## config.mk

```make
export PLATFORM = sky130hd
export DESIGN_NAME = star_wildcard_matcher_top
export DESIGN_NICKNAME = d
export VERILOG_FILES = /design/src/rtl/core/swm_pkg.sv /design/src/rtl/core/swm_pat_store.sv /design/src/rtl/core/swm_nfa.sv /design/src/rtl/core/star_wildcard_matcher_top.sv
export SDC_FILE = /design/constraint.sdc
export NUM_CORES = 1
export LEC_CHECK = 0
export BUFFER_PORTS_ARGS = -buffer_cell sky130_fd_sc_hd__buf_2
export CORE_UTILIZATION = 65
export CTS_CLUSTER_DIAMETER = 80
export DETAILED_ROUTE_END_ITERATION = 12
export HOLD_SLACK_MARGIN = 0.03
export PLACE_DENSITY = 0.82
export SYNTH_ARGS = -nofsm -noshare
export SYNTH_HDL_FRONTEND = slang
export SYNTH_SLANG_ARGS = --single-unit
```

## constraint.sdc

```tcl
create_clock -name clk -period 10.3 [get_ports clk]
set_input_delay 2.06 -clock clk [delete_from_list [all_inputs] [get_ports clk]]
set_output_delay 2.06 -clock clk [all_outputs]
set_load 0.05 [all_outputs]
```

## src/rtl/core/swm_pkg.sv

```systemverilog
// Shared types, codes and constants for the star wildcard matcher.
package swm_pkg;

  localparam int unsigned PATTERN_MAX_DEF = 32;

  localparam logic [7:0] STAR_BYTE = 8'd42;

  localparam logic [1:0] ACT_PAT_BYTE = 2'd0;
  localparam logic [1:0] ACT_PAT_END  = 2'd1;
  localparam logic [1:0] ACT_TEXT_BYTE = 2'd2;
  localparam logic [1:0] ACT_TEXT_END = 2'd3;

  typedef struct packed {
    logic [1:0] action;
    logic [7:0] symbol;
  } in_item_t;

  typedef struct packed {
    logic matched;
    logic pattern_overflow;
  } out_item_t;

  // Step command for the item being executed this cycle; pat_end may be set together with text_byte or text_end
  typedef struct packed {
    logic pat_byte;
    logic pat_end;
    logic text_byte;
    logic text_end;
  } swm_ctl_t;

  typedef struct packed {
    logic loading;
    logic overflow;
  } swm_stat_t;

endpackage

```

## src/rtl/core/swm_pat_store.sv

```systemverilog
// Pattern store: bytes, star flags, length, overflow, load state and start vector.
module swm_pat_store #(
  parameter int unsigned PATTERN_MAX = swm_pkg::PATTERN_MAX_DEF,
  parameter int unsigned LEN_W       = $clog2(PATTERN_MAX + 1)
) (
  input  logic                        clk,
  input  logic                        rst_n,
  input  swm_pkg::swm_ctl_t           ctl,
  input  logic [7:0]                  sym,
  output logic [PATTERN_MAX-1:0][7:0] pat_bytes,
  output logic [PATTERN_MAX-1:0]      star_vec,
  output logic [PATTERN_MAX-1:0]      lane_en,
  output logic [PATTERN_MAX:0]        start_vec,
  output logic [LEN_W-1:0]            pat_len,
  output swm_pkg::swm_stat_t          stat
);

  localparam int unsigned N = PATTERN_MAX + 1;

  logic [PATTERN_MAX-1:0][7:0] byte_r;
  logic [PATTERN_MAX-1:0]      star_r;
  logic [LEN_W-1:0]            len_r, len_nxt;
  logic                        ovf_r, ovf_nxt;
  logic                        loading_r, loading_nxt;
  logic [N-1:0]                start_r, start_nxt;

  logic             restart;
  logic [LEN_W-1:0] len_eff;
  logic             room;
  logic             is_star;

  // A pattern byte after a finished pattern begins a fresh one
  assign restart = ctl.pat_byte & ~loading_r;
  assign len_eff = restart ? '0 : len_r;
  assign room    = len_eff < LEN_W'(PATTERN_MAX);
  assign is_star = sym == swm_pkg::STAR_BYTE;

  always_comb begin
    len_nxt     = len_r;
    ovf_nxt     = ovf_r;
    loading_nxt = loading_r;
    start_nxt   = start_r;
    if (ctl.pat_byte) begin
      loading_nxt = 1'b1;
      len_nxt     = room ? len_eff + LEN_W'(1) : len_eff;
      ovf_nxt     = (~restart & ovf_r) | ~room;
      start_nxt   = restart ? N'(1) : start_r;
      // Extend the leading run of stars into the start vector
      for (int j = 0; j < PATTERN_MAX; j++) begin
        if (room && len_eff == LEN_W'(j)) begin
          start_nxt[j+1] = start_nxt[j] & is_star;
        end
      end
    end else if (ctl.pat_end) begin
      loading_nxt = 1'b0;
    end
  end

  always_ff @(posedge clk) begin
    if (!rst_n) begin
      len_r     <= '0;
      ovf_r     <= 1'b0;
      loading_r <= 1'b1;
      start_r   <= N'(1);
    end else begin
      len_r     <= len_nxt;
      ovf_r     <= ovf_nxt;
      loading_r <= loading_nxt;
      start_r   <= start_nxt;
    end
  end

  for (genvar j = 0; j < PATTERN_MAX; j++) begin : g_lane
    always_ff @(posedge clk) begin
      if (ctl.pat_byte && room && len_eff == LEN_W'(j)) begin
        byte_r[j] <= sym;
        star_r[j] <= is_star;
      end
    end
    assign lane_en[j] = LEN_W'(j) < len_r;
  end

  assign pat_bytes     = byte_r;
  assign star_vec      = star_r;
  assign start_vec     = start_r;
  assign pat_len       = len_r;
  assign stat.loading  = loading_r;
  assign stat.overflow = ovf_r;

endmodule

```

## src/rtl/core/swm_nfa.sv

```systemverilog
// Active-position vector: per-lane byte compare and log-depth star closure.
module swm_nfa #(
  parameter int unsigned PATTERN_MAX = swm_pkg::PATTERN_MAX_DEF,
  parameter int unsigned LEN_W       = $clog2(PATTERN_MAX + 1)
) (
  input  logic                        clk,
  input  logic                        rst_n,
  input  swm_pkg::swm_ctl_t           ctl,
  input  logic [7:0]                  sym,
  input  logic [PATTERN_MAX-1:0][7:0] pat_bytes,
  input  logic [PATTERN_MAX-1:0]      star_vec,
  input  logic [PATTERN_MAX-1:0]      lane_en,
  input  logic [PATTERN_MAX:0]        start_vec,
  input  logic [LEN_W-1:0]            pat_len,
  input  swm_pkg::swm_stat_t          stat,
  output swm_pkg::out_item_t          result
);

  localparam int unsigned N   = PATTERN_MAX + 1;
  localparam int unsigned LVL = $clog2(N);

  logic [N-1:0] act_r, act_nxt;
  logic [N-1:0] cur;
  wire  [N-1:0] gen;
  wire  [N-1:0] prop;
  wire  [N-1:0] gl [LVL+1];
  wire  [N-1:0] pl [LVL+1];

  // Still loading means an implicit end of pattern: start from the start vector
  assign cur = stat.loading ? start_vec : act_r;

  for (genvar k = 0; k < N; k++) begin : g_pos
    logic stay, adv;
    if (k < PATTERN_MAX) begin : g_stay
      assign stay = cur[k] & lane_en[k] & star_vec[k];
    end else begin : g_nostay
      assign stay = 1'b0;
    end
    if (k > 0) begin : g_adv
      assign adv     = cur[k-1] & lane_en[k-1] & ~star_vec[k-1] & (pat_bytes[k-1] == sym);
      assign prop[k] = star_vec[k-1] & lane_en[k-1];
    end else begin : g_noadv
      assign adv     = 1'b0;
      assign prop[k] = 1'b0;
    end
    assign gen[k] = stay | adv;
  end

  // Forward closure over star runs as a parallel prefix
  assign gl[0] = gen;
  assign pl[0] = prop;
  for (genvar l = 0; l < LVL; l++) begin : g_lvl
    for (genvar k = 0; k < N; k++) begin : g_bit
      if (k >= (1 << l)) begin : g_comb
        assign gl[l+1][k] = gl[l][k] | (pl[l][k] & gl[l][k-(1<<l)]);
        assign pl[l+1][k] = pl[l][k] & pl[l][k-(1<<l)];
      end else begin : g_pass
        assign gl[l+1][k] = gl[l][k];
        assign pl[l+1][k] = 1'b0;
      end
    end
  end

  always_comb begin
    act_nxt = act_r;
    if (ctl.text_byte) begin
      act_nxt = gl[LVL];
    end else if (ctl.text_end || ctl.pat_end) begin
      act_nxt = start_vec;
    end
  end

  always_ff @(posedge clk) begin
    if (!rst_n) begin
      act_r <= N'(1);
    end else begin
      act_r <= act_nxt;
    end
  end

  assign result.matched          = ~stat.overflow & cur[pat_len];
  assign result.pattern_overflow = stat.overflow;

endmodule

```

## src/rtl/core/star_wildcard_matcher_top.sv

```systemverilog
// Top level of the star wildcard matcher: input register, step control, result register.
// Star wildcard matcher. Load a pattern as pattern-byte items closed by an end-of-pattern
// item, then stream text bytes and close each text with an end-of-text item, which gives
// one result (matched, pattern_overflow). A '*' matches any run of bytes, every other byte
// only itself. One item is accepted per clock cycle while in_ready is high; an item is executed
// from the input register, and an end-of-text result is presented on the cycle after that. Each text
// byte compares all stored pattern positions in parallel and closes star runs with a
// ceil(log2(PATTERN_MAX+1))-level prefix network, which is the path that sets the clock. in_ready
// drops only while an end-of-text item waits behind an untaken result. Pattern bytes past
// PATTERN_MAX are dropped and flag overflow. No clearing pass is needed after reset.
module star_wildcard_matcher_top #(
  parameter int unsigned PATTERN_MAX = swm_pkg::PATTERN_MAX_DEF
) (
  input  logic               clk,
  input  logic               rst_n,
  input  logic               in_valid,
  output logic               in_ready,
  input  swm_pkg::in_item_t  in_data,
  output logic               out_valid,
  input  logic               out_ready,
  output swm_pkg::out_item_t out_data
);

  localparam int unsigned LEN_W = $clog2(PATTERN_MAX + 1);

  swm_pkg::in_item_t  s1_item_r;
  logic               s1_vld_r;
  swm_pkg::out_item_t out_r;
  logic               out_vld_r;

  logic                        s1_fire;
  logic                        s1_eot;
  swm_pkg::swm_ctl_t           ctl;
  swm_pkg::swm_stat_t          stat;
  swm_pkg::out_item_t          result;
  logic [PATTERN_MAX-1:0][7:0] pat_bytes;
  logic [PATTERN_MAX-1:0]      star_vec;
  logic [PATTERN_MAX-1:0]      lane_en;
  logic [PATTERN_MAX:0]        start_vec;
  logic [LEN_W-1:0]            pat_len;

  assign s1_eot   = s1_item_r.action == swm_pkg::ACT_TEXT_END;
  // Hold an end-of-text item only while the result register is full and stalled
  assign s1_fire  = s1_vld_r & (~s1_eot | ~out_vld_r | out_ready);
  assign in_ready = ~s1_vld_r | s1_fire;

  always_comb begin
    ctl = '0;
    if (s1_fire) begin
      unique case (s1_item_r.action)
        swm_pkg::ACT_PAT_BYTE:  ctl.pat_byte = 1'b1;
        swm_pkg::ACT_PAT_END:   ctl.pat_end  = 1'b1;
        swm_pkg::ACT_TEXT_BYTE: begin
          ctl.text_byte = 1'b1;
          ctl.pat_end   = stat.loading;
        end
        swm_pkg::ACT_TEXT_END: begin
          ctl.text_end = 1'b1;
          ctl.pat_end  = stat.loading;
        end
        default: ctl = '0;
      endcase
    end
  end

  always_ff @(posedge clk) begin
    if (!rst_n) begin
      s1_vld_r <= 1'b0;
    end else if (in_valid && in_ready) begin
      s1_vld_r <= 1'b1;
    end else if (s1_fire) begin
      s1_vld_r <= 1'b0;
    end
  end

  always_ff @(posedge clk) begin
    if (in_valid && in_ready) begin
      s1_item_r <= in_data;
    end
  end

  always_ff @(posedge clk) begin
    if (!rst_n) begin
      out_vld_r <= 1'b0;
    end else if (ctl.text_end) begin
      out_vld_r <= 1'b1;
    end else if (out_ready) begin
      out_vld_r <= 1'b0;
    end
  end

  always_ff @(posedge clk) begin
    if (ctl.text_end) begin
      out_r <= result;
    end
  end

  swm_pat_store #(
    .PATTERN_MAX (PATTERN_MAX),
    .LEN_W       (LEN_W)
  ) u_store (
    .clk       (clk),
    .rst_n     (rst_n),
    .ctl       (ctl),
    .sym       (s1_item_r.symbol),
    .pat_bytes (pat_bytes),
    .star_vec  (star_vec),
    .lane_en   (lane_en),
    .start_vec (start_vec),
    .pat_len   (pat_len),
    .stat      (stat)
  );

  swm_nfa #(
    .PATTERN_MAX (PATTERN_MAX),
    .LEN_W       (LEN_W)
  ) u_nfa (
    .clk       (clk),
    .rst_n     (rst_n),
    .ctl       (ctl),
    .sym       (s1_item_r.symbol),
    .pat_bytes (pat_bytes),
    .star_vec  (star_vec),
    .lane_en   (lane_en),
    .start_vec (start_vec),
    .pat_len   (pat_len),
    .stat      (stat),
    .result    (result)
  );

  assign out_valid = out_vld_r;
  assign out_data  = out_r;

  a_eot_gives_result: assert property (@(posedge clk) disable iff (!rst_n)
    s1_fire && s1_eot |=> out_valid)
    else $error("end-of-text transfer did not produce a result");

  a_stall_only_on_eot: assert property (@(posedge clk) disable iff (!rst_n)
    !in_ready |-> s1_vld_r && s1_eot && out_vld_r && !out_ready)
    else $error("input stalled without a blocked end-of-text item");

  a_len_bound: assert property (@(posedge clk) disable iff (!rst_n)
    pat_len <= LEN_W'(PATTERN_MAX))
    else $error("pattern length beyond store depth");

  a_ovf_full: assert property (@(posedge clk) disable iff (!rst_n)
    stat.overflow |-> pat_len == LEN_W'(PATTERN_MAX))
    else $error("overflow flagged with store not full");

  a_ovf_no_match: assert property (@(posedge clk) disable iff (!rst_n)
    out_valid && out_data.pattern_overflow |-> !out_data.matched)
    else $error("match reported on overflowed pattern");

endmodule

```

==> out/metrics.cfg <==
[synth]
synth_nets=1646
synth_compound_gate_area_share=0.1082
synth_simple_gate_area_share=0.1389
synth-xor-area-share=0.1203
synth_seq_area_share=0.5651
synth_top_family_by_area=simple AND/OR/NAND/NOR gates
syn_avg_cell_area_um2=11.45
synthArstFlopShare=0
synth.area.mux_share=0.03284
yosys_most_used_dff=edfxtp_1
synthAdderAreaFrac=0.002686
yosysUniqueCellTypes=84
synth_area_mm2=0.01863
synth_edf_count=300
syn_inst=1628
synth_area_leader_cell=edfxtp_1
synth_area_leaders=edfxtp_1 48%, xor2_1 9.9%, dfxtp_1 8.2%
yosysWarnings=0
ys_ff_latch=376
synth.top_cell.area_share=0.4835

[die]
rows=61
dieWidth_um=171.3
core_mm2=0.02801
die-area_mm2=0.02935
dieHeight_um=171.3
num_io_pins=18
start_util=0.6652

[placement]
routabilityCongestion=0.9491
hpwl_um=28070
pre_cts_ws_ps=5386
port_buffers=17
placed_area_mm2=0.01892

[timing]
period_minus_slack_ps=4915
setup_tns_ps=0
tightest_slew_ps=1133
finalMaxSlewViolations=0
grt_setup_unrepaired=false
maxSlewHeadroom=0.2434
timing.final.ws_setup_ps=5385
finalCritPeriodShare=0.4772
max_freq_ghz=0.2035
fin_skew_ps=12.70
finalHoldViolCount=0
finalSetupViolCount=0

[clock_tree]
cts_buffer_depth=3
h-tree-depth=2
clock-root-buffer=clkbuf_16
cts_tree=done
cts_inserted_buffers=39
path_clk_slew_ps=60
cts_resized=0
clock_latency_ps=530
cts_setup_buffers=0
cts.sinks=376
hold_buffers=0

[setup_path]
crit_type=primary input to primary output
end_kind=primary output
r2r_cells=8
r2r_slack_ps=5830
r2r-start=s1_item_r[8]$_DFFE_PP_
cp-endpoint=in_ready
crit_required_ps=8240
cp-start-kind=primary input
critPathMaxFanout=3
r2r-end=u_store.pat_bytes[175]$_DFFE_PP_
critPathArrivalTime_ps=2850
cp-startpoint=out_ready

[global_route]
antenna_found_initial=0
grt_max_degree=59
grt.total_usage=0.3067
grt_pass1_wl_um=68520
grt_overflow_total=0
grt_pass1_vias=12284

[outcome]
status=completed

[pwr]
ir_drop_mv=0.1491
cellPowerDensity_mw_per_mm2=158.1
p_leak_nw=6.862
finalPower_w=0.003188

[route]
drc=0
wire_per_inst_um=21.74
viasPerCell=6.469
dr.pass1.iters=6
num_vias=13086
postRouteAntennaNets=0
drt-initial-drc-count=1427
routed_wl_um=43970

[layout]
fin_area_mm2=0.02017
fill_cells=1906
antenna_cells=0
final_util=0.7201
final_layout_size_suffix_gt1_frac=0.08875
multi_input_area_mm2=0.007517
ff_latch_area_mm2=0.01053
area_growth_pct=8.253
nNetsFinal=1633

[hold_path]
hold_class=flop to flop

[job]
cap_viol_max_count=0

synth_stat cells, drive strengths merged, types with 5 or more instances:
cell and n:
o21bai 7, clkbuf 50, or4 5, nor4 58
dfxtp 76, or3 13, a41oi 8, nand3 51
nand2 128, o21ai 69, a21oi 87, inv 16
xor2 211, xnor2 45, a31oi 18, and2 9
a21o 9, a211oi 10, and3 12, o2111ai 6
nor2b 10, mux2 6, nand4 38, mux2i 36
nor2 125, edfxtp 300, mux4 8, nor3 36
o211ai 16, a21boi 20, buf 55, nand2b 15
a2111oi 5
worst max-delay path, stage by stage:
cell      delay [ps]
buf_2            110
nand2b_1         150
or2_2            320
buf_2            220
area by class of cell:
cell class / count / area share
clock buffer: 48 / 0.05217
clock inverter: 23 / 0.009677
inverter: 16 / 0.002977
multi-input combinational: 1131 / 0.3727
sequential: 376 / 0.5222
tap: 378 / 0.02345
timing repair buffer: 51 / 0.01687
state kept, by name (all words and copies together), names as in the netlist:
| register | cells |
|---|---|
| out_data | 2 |
| u_store.star_vec | 32 |
| s1_item_r | 10 |
| u_store.pat_len | 6 |
| u_store.start_vec | 33 |
| u_nfa.act_r | 33 |
| s1_vld_r | 1 |
| out_valid | 1 |
| u_store.loading_r | 1 |
| u_store.pat_bytes | 256 |
| u_store.ovf_r | 1 |
worst min path at each step:
stage                                            start  cells past startpoint  slack, ps                            to
after global routing      u_nfa.act_r[10]$_SDFFE_PN0P_                      2        470  u_nfa.act_r[10]$_SDFFE_PN0P_
after floorplan            u_nfa.act_r[4]$_SDFFE_PN0P_                      2        430   u_nfa.act_r[4]$_SDFFE_PN0P_
after global placement     u_nfa.act_r[4]$_SDFFE_PN0P_                      2        440   u_nfa.act_r[4]$_SDFFE_PN0P_
after detailed placement   u_nfa.act_r[4]$_SDFFE_PN0P_                      2        450   u_nfa.act_r[4]$_SDFFE_PN0P_
final                      u_nfa.act_r[4]$_SDFFE_PN0P_                      2        460   u_nfa.act_r[4]$_SDFFE_PN0P_
after CTS                  u_nfa.act_r[4]$_SDFFE_PN0P_                      2        460   u_nfa.act_r[4]$_SDFFE_PN0P_
routing by layer:
metal | GRT usage | up-vias | part of all wire
met4 | 0.1401 | 0 | 0.037
met1 | 0.4348 | 6378 | 0.43
li1 | - | 5962 | -
met3 | 0.04533 | 111 | 0.082
met2 | 0.4696 | 635 | 0.45
met5 | 0 | - | 0
power breakdown:
part           switching, W  internal [W]  total, W
logic              0.000107     0.0000507  0.000158
clock network      0.000573      0.000803   0.00138
registers        0.00000959       0.00164   0.00165
kinds of logic after synthesis:
group / Yosys count
AO/OA/AOI/OAI: 300
XOR/XNOR: 256
adder cells (fa/ha/maj): 4
buffers and inverters: 121
flip-flops: 376
multiplexers: 50
AND/OR/NAND/NOR: 521
placed cells by master (no fill, tap or decap), types with 8 or more instances in the layout:
master and n:
nand2_1 127, nor4_1 57, a21oi_1 86, buf_4 34, dfxtp_1 74, xor2_1 211
o21ai_0 63, nor2b_1 10, mux4_2 8, a211oi_1 9, edfxtp_1 300, inv_1 15
clkbuf_16 41, nor3_1 36, and2_1 9, nand3_1 51, a21o_1 9, mux2i_1 36
a31oi_1 18, xnor2_1 45, a21boi_0 20, or3_1 13, buf_2 17, and3_1 12
nand2b_1 15, nor2_1 125, o211ai_1 15, nand4_1 38, clkinv_1 8
metrics by stage:
step,hold slack [ps],std cells
floorplan,431.3,1628
global placement,437.6,1952
detailed placement,447.1,1952
CTS,455.2,2023
global route,474.5,2023
finish,455.8,2023
(Power assumes the default switching activity.)
